==> src/rtl/oaat_pkg.sv <==
// Shared types and constants for the one-at-a-time hash hex unit.
// No dependencies; used by every module of the block.
`default_nettype none

package oaat_pkg;

  localparam int HASH_W    = 32;
  localparam int BYTE_W    = 8;
  localparam int CHAR_W    = 7;
  localparam int NIB_N     = HASH_W / 4;
  localparam int NIB_IDX_W = $clog2(NIB_N);
  localparam int CFG_IDX_W = 1;
  localparam int CFG_W     = HASH_W;

  // configuration register indexes
  localparam logic [CFG_IDX_W-1:0] REG_HASH_SEED   = 1'b0;
  localparam logic [CFG_IDX_W-1:0] REG_SIGN_EXTEND = 1'b1;

  localparam logic [HASH_W-1:0] SEED_RESET = 32'd12;

  typedef struct packed {
    logic [BYTE_W-1:0] data_byte;
    logic              byte_present;
    logic              last_byte;
  } in_item_t;

  typedef struct packed {
    logic [CHAR_W-1:0] hex_char;
    logic              last_char;
  } out_item_t;

  // one mixed (not yet finalized) hash moving front -> queue -> back
  typedef struct packed {
    logic              valid;
    logic [HASH_W-1:0] hash;
  } hash_req_t;

endpackage

`default_nettype wire

==> src/rtl/one_at_a_time_hash_hex_unit.sv <==
// Top level of the one-at-a-time hash hex unit: config registers, front, queue, back.
// Depends on oaat_pkg, oaat_front, oaat_queue, oaat_back.
//
// Usage:
//  - Byte channel (byte_valid/byte_stall/byte_item): one request per payload
//    byte; last_byte closes the message. An empty request with last_byte set
//    finalizes without a byte; an empty request without it is dropped.
//  - Char channel (char_valid/char_stall/char_item): lowercase hex digits of
//    the finalized hash, most significant first, no leading zeros, last_char
//    on the final digit. A zero hash yields a single "0".
//  - Config port: cfg_we/cfg_index/cfg_data; index 0 = hash_seed (reset 12),
//    index 1 = sign_extend_bytes (reset 1). Write only while idle.
// Throughput: one byte request per cycle; the front mixing step is combinational
//   into the running hash register. Finished messages wait in a two-entry
//   queue, so the byte side stalls only when that queue is full.
// Back end: the avalanche in two steps (ST_IDLE, ST_FIN) and the digit search
//   (ST_TOP) come before the first digit, then one digit per cycle while
//   char_stall is low; a new hash is popped only in ST_IDLE.
// Reset (rst, synchronous): clears queue and state machines, reloads config.
// A stalled digit holds; the front keeps taking bytes until the queue fills.
`default_nettype none

module one_at_a_time_hash_hex_unit (
  input  wire logic                             clk,
  input  wire logic                             rst,
  input  wire logic                             byte_valid,
  output logic                                  byte_stall,
  input  wire oaat_pkg::in_item_t               byte_item,
  output logic                                  char_valid,
  input  wire logic                             char_stall,
  output oaat_pkg::out_item_t                   char_item,
  input  wire logic                             cfg_we,
  input  wire logic [oaat_pkg::CFG_IDX_W-1:0]   cfg_index,
  input  wire logic [oaat_pkg::CFG_W-1:0]       cfg_data
);
  import oaat_pkg::*;

  logic [HASH_W-1:0] hash_seed;
  logic              sign_extend_bytes;
  hash_req_t         push;
  hash_req_t         head;
  logic              queue_full;
  logic              pop;

  // config registers
  always_ff @(posedge clk) begin
    if (rst) begin
      hash_seed         <= SEED_RESET;
      sign_extend_bytes <= 1'b1;
    end else if (cfg_we) begin
      unique case (cfg_index)
        REG_HASH_SEED:   hash_seed         <= cfg_data;
        REG_SIGN_EXTEND: sign_extend_bytes <= cfg_data[0];
        default:         ;
      endcase
    end
  end

  oaat_front u_front (
    .clk               (clk),
    .rst               (rst),
    .byte_valid        (byte_valid),
    .byte_item         (byte_item),
    .queue_full        (queue_full),
    .hash_seed         (hash_seed),
    .sign_extend_bytes (sign_extend_bytes),
    .byte_stall        (byte_stall),
    .push              (push)
  );

  oaat_queue u_queue (
    .clk  (clk),
    .rst  (rst),
    .push (push),
    .pop  (pop),
    .head (head),
    .full (queue_full)
  );

  oaat_back u_back (
    .clk        (clk),
    .rst        (rst),
    .head       (head),
    .char_stall (char_stall),
    .pop        (pop),
    .char_valid (char_valid),
    .char_item  (char_item)
  );

endmodule

`default_nettype wire

==> src/rtl/oaat_front.sv <==
// Front end: accepts byte requests and runs the per-byte mixing step.
// Depends on oaat_pkg; pushes finished messages into oaat_queue.
`default_nettype none

module oaat_front (
  input  wire logic                    clk,
  input  wire logic                    rst,
  input  wire logic                    byte_valid,
  input  wire oaat_pkg::in_item_t      byte_item,
  input  wire logic                    queue_full,
  input  wire logic [oaat_pkg::HASH_W-1:0] hash_seed,
  input  wire logic                    sign_extend_bytes,
  output logic                         byte_stall,
  output oaat_pkg::hash_req_t          push
);
  import oaat_pkg::*;

  logic              busy;
  logic [HASH_W-1:0] running_hash;
  logic [HASH_W-1:0] ext_byte;
  logic [HASH_W-1:0] h_start;
  logic [HASH_W-1:0] h_add;
  logic [HASH_W-1:0] h_shl;
  logic [HASH_W-1:0] h_mix;
  logic              accept;

  assign byte_stall = queue_full;
  assign accept     = byte_valid & ~byte_stall;

  always_comb begin
    if (sign_extend_bytes && byte_item.data_byte[BYTE_W-1]) begin
      ext_byte = {{(HASH_W-BYTE_W){1'b1}}, byte_item.data_byte};
    end else begin
      ext_byte = {{(HASH_W-BYTE_W){1'b0}}, byte_item.data_byte};
    end
    h_start = busy ? running_hash : hash_seed;
    h_add   = h_start + ext_byte;
    h_shl   = h_add + (h_add << 10);
    h_mix   = h_shl ^ (h_shl >> 6);
    push.valid = accept & byte_item.last_byte;
    push.hash  = byte_item.byte_present ? h_mix : h_start;
  end

  always_ff @(posedge clk) begin
    if (rst) begin
      busy <= 1'b0;
    end else if (accept && (byte_item.byte_present || byte_item.last_byte)) begin
      if (byte_item.last_byte) begin
        busy <= 1'b0;
      end else begin
        busy         <= 1'b1;
        running_hash <= h_mix;
      end
    end
  end

endmodule

`default_nettype wire

==> src/rtl/oaat_queue.sv <==
// Two-entry queue of mixed hashes between front and back ends.
// Depends on oaat_pkg.
`default_nettype none

module oaat_queue (
  input  wire logic                clk,
  input  wire logic                rst,
  input  wire oaat_pkg::hash_req_t push,
  input  wire logic                pop,
  output oaat_pkg::hash_req_t      head,
  output logic                     full
);
  import oaat_pkg::*;

  logic [HASH_W-1:0] slots [2];
  logic              wr_ptr;
  logic              rd_ptr;
  logic [1:0]        count;
  logic              do_pop;

  assign full       = (count == 2'd2);
  assign head.valid = (count != 2'd0);
  assign head.hash  = slots[rd_ptr];
  assign do_pop     = pop & head.valid;

  always_ff @(posedge clk) begin
    if (push.valid) begin
      slots[wr_ptr] <= push.hash;
    end
    if (rst) begin
      wr_ptr <= 1'b0;
      rd_ptr <= 1'b0;
      count  <= 2'd0;
    end else begin
      if (push.valid) begin
        wr_ptr <= ~wr_ptr;
      end
      if (do_pop) begin
        rd_ptr <= ~rd_ptr;
      end
      unique case ({push.valid, do_pop})
        2'b10:   count <= count + 2'd1;
        2'b01:   count <= count - 2'd1;
        default: count <= count;
      endcase
    end
  end

endmodule

`default_nettype wire

==> src/rtl/oaat_back.sv <==
// Back end: final avalanche, leading-digit search and hex character output.
// Depends on oaat_pkg; pops hashes from oaat_queue.
`default_nettype none

module oaat_back (
  input  wire logic                clk,
  input  wire logic                rst,
  input  wire oaat_pkg::hash_req_t head,
  input  wire logic                char_stall,
  output logic                     pop,
  output logic                     char_valid,
  output oaat_pkg::out_item_t      char_item
);
  import oaat_pkg::*;

  typedef enum logic [1:0] {ST_IDLE, ST_FIN, ST_TOP, ST_EMIT} state_t;

  localparam logic [CHAR_W-1:0] ASCII_ZERO  = 7'h30;
  localparam logic [CHAR_W-1:0] ASCII_A_OFS = 7'h57; // 'a' - 10

  state_t               state;
  logic [HASH_W-1:0]    hash;
  logic [NIB_IDX_W-1:0] nib_idx;
  logic [HASH_W-1:0]    fin_add;
  logic [HASH_W-1:0]    fin_a;
  logic [NIB_IDX_W-1:0] top_nib;
  logic [3:0]           cur_nib;

  // h += h<<3; h ^= h>>11 on the queue head
  always_comb begin
    fin_add = head.hash + (head.hash << 3);
    fin_a   = fin_add ^ (fin_add >> 11);
  end

  // most significant nonzero nibble, zero hash gives nibble 0
  always_comb begin
    top_nib = '0;
    for (int i = 1; i < NIB_N; i++) begin
      if (hash[i*4 +: 4] != 4'd0) begin
        top_nib = NIB_IDX_W'(i);
      end
    end
  end

  always_comb begin
    cur_nib              = hash[{nib_idx, 2'b00} +: 4];
    char_item.hex_char   = (cur_nib < 4'd10) ? ASCII_ZERO + CHAR_W'(cur_nib)
                                             : ASCII_A_OFS + CHAR_W'(cur_nib);
    char_item.last_char  = (nib_idx == '0);
    char_valid           = (state == ST_EMIT);
    pop                  = (state == ST_IDLE) & head.valid;
  end

  always_ff @(posedge clk) begin
    if (rst) begin
      state <= ST_IDLE;
    end else begin
      unique case (state)
        ST_IDLE: begin
          if (head.valid) begin
            hash  <= fin_a;
            state <= ST_FIN;
          end
        end
        ST_FIN: begin
          hash  <= hash + (hash << 15);
          state <= ST_TOP;
        end
        ST_TOP: begin
          nib_idx <= top_nib;
          state   <= ST_EMIT;
        end
        ST_EMIT: begin
          if (!char_stall) begin
            if (nib_idx == '0) begin
              state <= ST_IDLE;
            end else begin
              nib_idx <= nib_idx - NIB_IDX_W'(1);
            end
          end
        end
        default: state <= ST_IDLE;
      endcase
    end
  end

endmodule

`default_nettype wire
==> config.mk <==
export PLATFORM = sky130hd
export DESIGN_NAME = one_at_a_time_hash_hex_unit
export DESIGN_NICKNAME = d
export VERILOG_FILES = /design/src/rtl/oaat_pkg.sv /design/src/rtl/one_at_a_time_hash_hex_unit.sv /design/src/rtl/oaat_front.sv /design/src/rtl/oaat_queue.sv /design/src/rtl/oaat_back.sv
export SDC_FILE = /design/constraint.sdc
export NUM_CORES = 1
export LEC_CHECK = 0
export ABC_AREA = 0
export BUFFER_PORTS_ARGS = -buffer_cell sky130_fd_sc_hd__buf_2
export CORE_ASPECT_RATIO = 0.9
export CORE_MARGIN = 2
export CORE_UTILIZATION = 40
export CTS_BUF_LIST = sky130_fd_sc_hd__clkbuf_8
export DETAILED_ROUTE_END_ITERATION = 10
export PLACE_DENSITY_LB_ADDON = 0.15
export RECOVER_POWER = 25
export SLEW_MARGIN = 20
export SYNTH_ARGS = -nofsm -noshare
export SYNTH_HDL_FRONTEND = slang
export SYNTH_SLANG_ARGS = --single-unit
==> constraint.sdc <==
create_clock -name clk -period 8 [get_ports clk]
set_input_delay 1.6 -clock clk [delete_from_list [all_inputs] [get_ports clk]]
set_output_delay 1.6 -clock clk [all_outputs]
set_load 0.02 [all_outputs]
* After elaboration in Yosys (flattened, before gate mapping)
Memory sizes are Yosys's and may differ from the RTL's. A register that Yosys moved wholly into a read port is not among the register bits.
Cells that the tools add are included.
W data, S select, Z words.
** Storage, ports and cells
- Memories kept :: 1
- RAM bits :: 64
- Logic and storage cells :: 92
- Output and inout port bits :: 10
- Bits of input ports :: 48
- Register bits after elaboration :: 107
** Memories
- u_queue.slots :: depth 2, width 32, rd ports 1, clocked after Yosys merged registers in 1, write ports 1, RTL line oaat_queue.sv:15 : logic [HASH_W-1:0] slots [2];
** Cells by class
- Shifts and indexed selects :: 1
- Eq/ne operators :: 10
- Add/subtract/negate cells :: 9
- Bitwise logic cells :: 12
- Magnitude comparators :: 1
- Muxes and demuxes :: 26
- Reduce and logical (&&, ||, !) cells :: 22
** Operator list (number)
- $add A32 B32 Y32 :: 4
- $mux W32 :: 4
- $pmux W32 S2 :: 1
- $shiftx A32 B6 Y4 :: 1
- $xor A32 B21 Y32 :: 1
- $xor A32 B26 Y32 :: 1
- $reduce_bool A4 Y1 :: 7
- $mux W3 :: 6
- $mux W2 :: 5
- $reduce_and A3 Y1 :: 3
- $eq A2 B2 Y1 const B :: 4
- $pmux W2 S4 :: 1
- $reduce_bool A2 Y1 :: 4
- $add A6 B4 Y7 const A :: 1
- $add A7 B4 Y7 const A :: 1
- $mux W7 :: 1
- $mux W1 :: 6
- $not A1 Y1 :: 6
- $pmux W3 S2 :: 1
- $and A1 B1 Y1 :: 4
- $eq A2 B1 Y1 const B :: 2
- $lt A4 B4 Y1 const B :: 1
- $ne A2 B1 Y1 const B :: 2
- $ne A2 B2 Y1 const B :: 2
- 10 further kinds :: 12

* Depth between registers and ports, before layout
Gate-level depths: netlist of run 1.
- Depth after elaboration :: 9
- Gate-level depth with buffers :: 28
- Mapped depth without buffers :: 25

* Hierarchy
From an unflattened synthesis of run 1, not the netlist that was laid out.
** Second synthesis, totals
- Cell total of the unflattened synthesis :: 1304
- Area, all modules :: 13618.1 um^2
** Modules (own cells, without submodules)
- oaat_front :: instances 1, seq. area each 980.9 um^2, cells each 539, area an instance 4953.5 um^2
- oaat_back :: instances 1, seq. area each 1091.0 um^2, cells each 494, area an instance 4481.8 um^2
- oaat_queue :: instances 1, seq. area each 2021.9 um^2, cells each 123, area an instance 2516.2 um^2
- one_at_a_time_hash_hex_unit :: instances 1, seq. area each 660.6 um^2, cells each 148, area an instance 1666.6 um^2

* Worst setup path after synthesis of run 1
No wires, ideal clock.
- Path kind :: input-to-reg
- From :: input port byte_item[9] in the netlist's numbering
- To :: memory u_queue.slots[0][19], data pin
- Library setup time :: 262 ps
- Buffers on the path :: 1
- Path slack :: 1302 ps
- Required time :: 7738 ps
- Stages on the path :: 21
- Data arrival time :: 6436 ps
- Cell sequence :: nand2_1 clkinv_1 buf_1 ha_1 a21o_1 a21oi_1 o211ai_1 o211a_1 or2_2 a21o_1 a21oi_1 xnor2_1 ha_1 nand2_1 o41ai_1 a31oi_4 nor4_1 nor2b_1 xnor2_2 xor2_1 mux2_2
** RTL lines
- start, declared :: RTL line one_at_a_time_hash_hex_unit.sv:28 : input wire oaat_pkg::in_item_t byte_item,
- end, declared :: RTL line oaat_queue.sv:15

==> run summary, run 1 <==
STATUS
--------------------------------------------------------------------------------
Status                                                              finished with violations
Failing checks                                                      max-capacitance violations, max-slew violations

ROUTING
--------------------------------------------------------------------------------
DR pass1 iterations                                                            5
Violation count after the first detailed-route iteration                     656
Routed wire length per instance                                          18.8 um
Detail Route Antenna Nets                                                      0
Via Count                                                                  9,168
Post-route DRC violation count                                                 0
Per-cell via count in the routed design                                     5.47
Total wire length after detailed routing                               31,500 um

TIMING
--------------------------------------------------------------------------------
Part of the cycle the worst path needs                                     0.856
Minimum clock period after layout                                        6.85 ns
Final hold vios                                                                0
Final count of negative-setup-slack endpoints                                  0
Setup total negative slack                                                  0 ns
Max-slew violations                                                          112
Worst Skew                                                             0.0181 ns
Worst slew margin                                                         -0.514
Transition time at the pin with the least slew margin                    2.27 ns
RSZ-0062 raised after global routing                                          no
Peak Freq                                                              0.146 GHz

FINISH
--------------------------------------------------------------------------------
Fraction of layout instances using a drive strength above 1                0.168
Nets                                                                       1,407
Number of fill cells in the layout                                         2,854
Area of the multi-input gates                                          7260 um^2
Relative area change from synthesis to final layout                        9.59%
Seq. cell area                                                         4760 um^2
Most common library cell in the layout ignoring fill and taps       sky130_fd_sc_hd__edfxtp_1
Commonest cells after routing, fill and taps aside                  131 x sky130_fd_sc_hd__edfxtp_1, 116 x sky130_fd_sc_hd__nand2_1, 107 x sky130_fd_sc_hd__a21oi_1, 95 x sky130_fd_sc_hd__ha_1, 88 x sky130_fd_sc_hd__xnor2_1
Post-route core utilization                                                0.448
Ant. Diodes                                                                    0
Post-Layout Cell Count                                                     1,676

SYNTHESIS
--------------------------------------------------------------------------------
Syn. warnings                                                                  0
Most common flop cell mapped by yosys                               sky130_fd_sc_hd__edfxtp_1
Synth async-reset ratio                                                        0
Number of flops mapped to enable cells by yosys                              131
Cell area after synthesis                                            12,300 um^2
Count of cell types in the netlist                                            72
Register area share after synthesis                                        0.386
Mean instance size in the synthesized netlist                          10.2 um^2
Post-synthesis register bit count                                            172
Cell count after synthesis                                                 1,210
Synthesized netlist net count                                              1,357

CLOCKING
--------------------------------------------------------------------------------
Clock Pin Slew Worst Setup and Hold Paths                                0.09 ns
Sink count of the clock tree                                                 172
Count of instances resized after the clock tree is built                       0
CTS HTree Levels                                                               4
TritonCTS clock tree                                                        done
Buffer type at the clock tree root                                  sky130_fd_sc_hd__clkbuf_8
Post-CTS Hold Fix Bufs                                                         0
Worst-skew pair later-pin latency                                        0.48 ns
Post-CTS Setup Bufs                                                            0
CTS buffer count                                                              17
Max Buffers Root-to-Sink                                                       2

CRITICAL PATH
--------------------------------------------------------------------------------
Buffers plus inverters on the worst setup path                                 1
Worst setup path class                                                 in -> reg
Critical path, cell by cell                                         buf_2 > ha_1 > fa_1 > a21o_1 > a21oi_1 > o21bai_1 > a21oi_1 > o21bai_1 > a21oi_1 > o21ai_0 > a21o_1 > a21oi_1 > xnor2_1 > ha_1 > o21ai_0 > nor2_1 > nor4_1 > o41ai_1 > a31oi_4 > nor4_1 > nor2b_1 > xnor2_2 > xor2_1 > mux2_2
Critical Path AT                                                         7.07 ns
Category of the worst setup path launch point                         input port
FF-to-FF path depth                                                           24
Critical path's most frequent cell                                  sky130_fd_sc_hd__a21oi_1
Kind of cell adding the most delay to the critical path             compound AO/OA/AOI/OAI gates
Worst path depth                                                              24
Crit path max fanout                                                           4
Data required, critical path                                             8.22 ns
Worst reg-to-reg setup slack                                             1.39 ns
Master of the slowest instance on the critical path                 sky130_fd_sc_hd__o41ai_1
Max stage delay on crit path                                             0.76 ns
Critical path capture point type                                       flip-flop

RUN
--------------------------------------------------------------------------------
Max-capacitance violation count                                                3

PLACED DESIGN
--------------------------------------------------------------------------------
Post-DP HPWL                                                           23,900 um
Placer congestion estimate                                                 0.885
Number of input and output port buffers inserted                              56
Dpl cells                                                                  1,644

GRT
--------------------------------------------------------------------------------
First-pass GRT wire length                                             50,300 um
Number of antenna violations at the first check in global routing              0
Total Routing Usage GR                                                     0.203
Largest net degree at the start of global routing                             46
Via count of the first global-routing pass                                 8,862
GRT Residual Overflow                                                          0

POWER AND IR DROP
--------------------------------------------------------------------------------
IR Drop Worst-Case VDD                                                  0.177 mV
Leak pwr                                                                 5.43 nW
Total power per unit cell area                                       479 nW/um^2

FLOORPLANNING
--------------------------------------------------------------------------------
Horizontal extent of the die                                              189 um
Overall die area                                                     32,200 um^2
Die boundary height                                                       170 um
Total number of placement rows                                                60
I/O pins                                                                      58
Core region area                                                     30,100 um^2
Initial Util                                                               0.409

HOLD PATH
--------------------------------------------------------------------------------
Number of stages on the worst hold path                                        2
Type of the tightest min-delay check                                  reg -> reg

[flip-flops by register name (all words and copies together) (netlist names), named ones only]
register / flops
sign_extend_bytes: 1
u_queue.wr_ptr: 1
u_front.running_hash: 32
hash_seed: 32
u_back.nib_idx: 3
u_queue.count: 2
u_queue.slots: 64
u_front.busy: 1
u_queue.rd_ptr: 1
u_back.state: 2
u_back.hash: 32
[path summary, 6_finish.rpt]
| check | from | endpoint |
|---|---|---|
| min | hash_seed[0] | hash_seed[0] |
| max | byte_item[2] | u_queue.slots[1][19] |
| min reg2reg | hash_seed[0] | hash_seed[0] |
| max reg2reg | u_front.busy | u_queue.slots[1][19] |
[area by class of cell]
type,instances,share of cell area
clock buffers,17,0.0173
clock inverters,15,0.0154
inverters,44,0.0122
multi-input cells,957,0.538
flip-flops and latches,172,0.353
well taps,403,0.0374
repair buffers,68,0.0267
[routing by layer]
layer,vias to the layer above,wire (um),track usage
li1,4533,-,-
met1,4380,16300,0.304
met2,230,13400,0.305
met3,25,1380,0.0266
met4,0,387,0.0530
met5,-,0,0
[worst register-to-register path: cells and delay by family (launching register included)]
family,cells,cell delay [ns]
AOI/OAI and AO/OA,12,2.86
adders and majority gates,3,0.97
and+or+nand+nor,4,0.74
muxes,2,0.73
DFF,1,0.56
xor gates and xnor gates,3,0.49
[cells in the mapped netlist (all sizes together) (3+ instances only)]
master   instances  area (um^2)
o31ai            8         60.1
xnor2           91          820
o2111ai          3         26.3
nand2          116          435
mux2i           24          244
a21boi           6         45.0
nor3            21          105
and2             3         21.3
and3             6         37.5
nor2b           11         68.8
o21bai           6         45.0
nand2b          18          113
a22oi            5         37.5
nand3b           5         37.5
fa               4         80.1
a31oi           13          109
xor2            50          438
nand3           16         80.1
inv             42          158
ha              95         1190
nor4             6         43.8
edfxtp         131         3930
a21o            40          300
dfxtp           41          821
mux2            83          935
clkbuf          28          105
or2              6         37.5
o21a            18          135
a211oi           7         52.6
or4              5         37.5
o211ai           8         60.1
o21ai           47          235
o211a            3         30.0
mux4             8          180
a211o            5         43.8
a21oi          108          552
buf              9         46.3
nor2            82          308
[metrics by stage]
| step | setup WS [ns] | instance area [um^2] | hold slack (ns) | total power [mW] |
|---|---|---|---|---|
| 5_1_grt | 0.720 | 13500 | 0.481 | 6.98 |
| 2_1_floorplan | 1.30 | 12300 | 0.434 | 4.76 |
| 4_1_cts | 1.25 | 13500 | 0.462 | 6.46 |
| 6_report | 1.15 | 13500 | 0.458 | 6.46 |
| 3_3_place_gp | 0.743 | 13100 | 0.446 | 5.71 |
| 3_5_place_dp | 0.769 | 13100 | 0.449 | 5.74 |
[power by group]
| part | total (mW) | internal (mW) | switching (mW) | leakage [nW] |
|---|---|---|---|---|
| registers | 1.64 | 1.49 | 0.151 | 1.54 |
| logic | 4.12 | 1.75 | 2.37 | 3.67 |
| clock network | 0.698 | 0.367 | 0.331 | 0.225 |
| total | 6.46 | 3.61 | 2.85 | 5.43 |
[cell families after synthesis]
group,share of synthesized area
DFF,0.386
other,0.000305
xor gates and xnor gates,0.106
muxes,0.110
adders and majority gates,0.103
and+or+nand+nor,0.112
AOI/OAI and AO/OA,0.157
buffers and inverters,0.0257
No activity file was read; power rests on OpenSTA's default activity.
==> inputs of run 2 (changes only) <==
==> constraint.sdc (replaced) <==
create_clock -name clk -period 8 [get_ports clk]
set_input_delay 0.8 -clock clk [delete_from_list [all_inputs] [get_ports clk]]
set_output_delay 0.8 -clock clk [all_outputs]
set_load 0.02 [all_outputs]
==> run summary, run 2 (synthesis results as in run 1) <==
FINISH
--------------------------------------------------------------------------------
Commonest cells after routing, fill and taps aside                  131 x sky130_fd_sc_hd__edfxtp_1, 116 x sky130_fd_sc_hd__nand2_1, 107 x sky130_fd_sc_hd__a21oi_1, 95 x sky130_fd_sc_hd__ha_1, 88 x sky130_fd_sc_hd__xnor2_1
Max reg flops                                                                 64   unchanged
Post-layout instance area                                            13,400 um^2   -0.45%
Relative area change from synthesis to final layout                        9.10%
Post-route core utilization                                                0.446   -0.00199
Fraction of layout instances using a drive strength above 1                0.171   +0.00314
Most common library cell in the layout ignoring fill and taps       sky130_fd_sc_hd__edfxtp_1
Ant. Diodes                                                                    0   unchanged
Reg with most FFs                                                   u_queue.slots
Number of fill cells in the layout                                         2,933   +2.8%
Nets                                                                       1,407   unchanged
Post-Layout Cell Count                                                     1,676   unchanged

PLACED DESIGN
--------------------------------------------------------------------------------
Dpl cells                                                                  1,644   unchanged
Post-DP HPWL                                                           23,800 um   -0.47%
Area post-placement                                                  13,100 um^2   about the same
Placer congestion estimate                                                 0.875   -1.1%
Number of input and output port buffers inserted                              56   unchanged

TIMING
--------------------------------------------------------------------------------
Worst slew margin                                                         -0.543   -0.0298
Part of the cycle the worst path needs                                     0.827   -0.0300
Final hold vios                                                                0   unchanged
Peak Freq                                                              0.151 GHz   +3.6%
Worst Skew                                                             0.0189 ns   +0.000801 ns
Max-slew violations                                                          112   unchanged
Final count of negative-setup-slack endpoints                                  0   unchanged
Minimum clock period after layout                                        6.61 ns   -0.240 ns
Transition time at the pin with the least slew margin                    2.31 ns   +0.0447 ns
Setup total negative slack                                                  0 ns   unchanged
RSZ-0062 raised after global routing                                          no
Hold WS                                                                 0.459 ns   +0.00147 ns

CRITICAL PATH
--------------------------------------------------------------------------------
RR Endpoint                                                         u_queue.slots[0][19]
Critical path's most frequent cell                                  sky130_fd_sc_hd__a21oi_1
Buffers plus inverters on the worst setup path                                 0   -1
Worst reg-to-reg setup slack                                             1.39 ns   about the same
Data required, critical path                                             8.22 ns   about the same
Max stage delay on crit path                                             0.76 ns   about the same
Critical path capture point type                                       flip-flop
Crit path max fanout                                                           7   +3
Critical path, cell by cell                                         mux2_2 > ha_1 > fa_1 > a21o_1 > a21oi_1 > o21bai_1 > a21oi_1 > o21bai_1 > a21oi_1 > o21ai_0 > a21o_1 > a21oi_1 > xnor2_1 > ha_1 > o21ai_0 > nor2_1 > nor4_1 > o41ai_1 > a31oi_4 > nor4_1 > nor2b_1 > xnor2_2 > xor2_1 > mux2_2
Reg2reg start                                                       u_front.busy
Worst setup path class                                                reg -> reg
FF-to-FF path depth                                                           24   unchanged
Critical Path AT                                                         6.83 ns   -0.24 ns
Category of the worst setup path launch point                          flip-flop
Startpoint of the worst setup timing path                           u_front.busy
Master of the slowest instance on the critical path                 sky130_fd_sc_hd__o41ai_1
Kind of cell adding the most delay to the critical path             compound AO/OA/AOI/OAI gates

FLOORPLANNING
--------------------------------------------------------------------------------
Core region area                                                     30,100 um^2   unchanged
I/O pins                                                                      58   unchanged
Overall die area                                                     32,200 um^2   unchanged
Horizontal extent of the die                                              189 um   unchanged
Total number of placement rows                                                60   unchanged
Die boundary height                                                       170 um   unchanged
Initial Util                                                               0.409   unchanged

STATUS
--------------------------------------------------------------------------------
Failing checks                                                      max-capacitance violations, max-slew violations
Status                                                              finished with violations

POWER AND IR DROP
--------------------------------------------------------------------------------
Leak pwr                                                                 5.39 nW   -0.86%
IR Drop Worst-Case VDD                                                  0.182 mV   +2.9%
Total power per unit cell area                                       470 nW/um^2   -1.8%

GRT
--------------------------------------------------------------------------------
Most Crowded Layer GR                                                       met2
Number of antenna violations at the first check in global routing              0   unchanged
Via count of the first global-routing pass                                 8,844   -0.20%
Met3 track utilization from global routing                                0.0250   -0.00165
Met2 layer usage reported by global route                                  0.307   +0.00111
Met1 track utilization from global routing                                 0.292   -0.0123
Largest net degree at the start of global routing                             46   unchanged
GRT Residual Overflow                                                          0   unchanged
Total Routing Usage GR                                                     0.199   -0.00423
First-pass GRT wire length                                             49,200 um   -2.0%

HOLD PATH
--------------------------------------------------------------------------------
HP Start                                                            hash_seed[6]
Type of the tightest min-delay check                                  reg -> reg
Number of stages on the worst hold path                                        2   unchanged
Hold EP                                                             hash_seed[6]

CLOCKING
--------------------------------------------------------------------------------
Sink count of the clock tree                                                 172   unchanged
Post-CTS Hold Fix Bufs                                                         0   unchanged
Worst-skew pair later-pin latency                                        0.48 ns   about the same
Clock Pin Slew Worst Setup and Hold Paths                                0.09 ns   about the same
Count of instances resized after the clock tree is built                       0   unchanged
CTS buffer count                                                              17   unchanged
Post-CTS Setup Bufs                                                            0   unchanged
Max Buffers Root-to-Sink                                                       2   unchanged
TritonCTS clock tree                                                        done
CTS HTree Levels                                                               4   unchanged
Buffer type at the clock tree root                                  sky130_fd_sc_hd__clkbuf_8

ROUTING
--------------------------------------------------------------------------------
DR pass1 iterations                                                            5   unchanged
Detail Route Antenna Nets                                                      0   unchanged
Violation count after the first detailed-route iteration                     605   -7.8%
Via Count                                                                  9,033   -1.5%
Post-route DRC violation count                                                 0   unchanged
Total wire length after detailed routing                               30,900 um   -2.0%
Routed wire length per instance                                          18.4 um   -2.0%
Per-cell via count in the routed design                                     5.39   -1.5%

RUN
--------------------------------------------------------------------------------
Max-capacitance violation count                                                3   unchanged

run 2: cell types whose count changed in the layout (fill, tap and decap cells not counted), sizes merged:
cell / delta
clkbuf: -1
buf: +1
clkinvlp: +2
clkinv: +2
bufinv: -4
run 2: metal layers:
metal | share of wire | wire length (um)
met5 | 0 | 0
met4 | 0.016 | 480
met3 | 0.035 | 1070
met2 | 0.43 | 13400
met1 | 0.52 | 16000
run 2: final cells by class:
type                            instances  area (um^2)  area share
Inverter                               44          165      0.0123
Multi-Input combinational cell        957         7270       0.541
Tap cell                              403          504      0.0375
Sequential cell                       172         4760       0.354
Timing Repair Buffer                   68          359      0.0267
Clock inverter                         15          143      0.0106
Clock buffer                           17          234      0.0174
run 2: worst min-delay path, delay by kind of cell (launching register included):
kind | cells | cell delay, ns
DFF | 1 | 0.32
AOI/OAI and AO/OA | 1 | 0.05
and+or+nand+nor | 1 | 0.05
run 2: worst max path at each step:
stage                                      end  slack (ns)  depth (start not counted)
after CTS                 u_queue.slots[0][19]        1.45                         24
after global placement    u_queue.slots[0][19]        1.32                         22
after floorplan           u_queue.slots[0][19]        1.57                         27
final                     u_queue.slots[0][19]        1.39                         24
after global routing      u_queue.slots[0][19]        0.99                         24
after detailed placement  u_queue.slots[0][19]        1.20                         22
run 2: report_power, final:
| group | switching, mW | internal [mW] | total [mW] |
|---|---|---|---|
| logic | 2.32 | 1.75 | 4.07 |
| clock network | 0.351 | 0.250 | 0.601 |
| registers | 0.154 | 1.49 | 1.64 |
| total | 2.82 | 3.49 | 6.32 |
run 2: stage by stage:
stage | setup WS (ns) | power, mW
2_1_floorplan | 1.57 | 4.76
3_3_place_gp | 1.32 | 5.68
3_5_place_dp | 1.20 | 5.72
4_1_cts | 1.45 | 6.35
5_1_grt | 0.986 | 6.87
6_report | 1.39 | 6.32
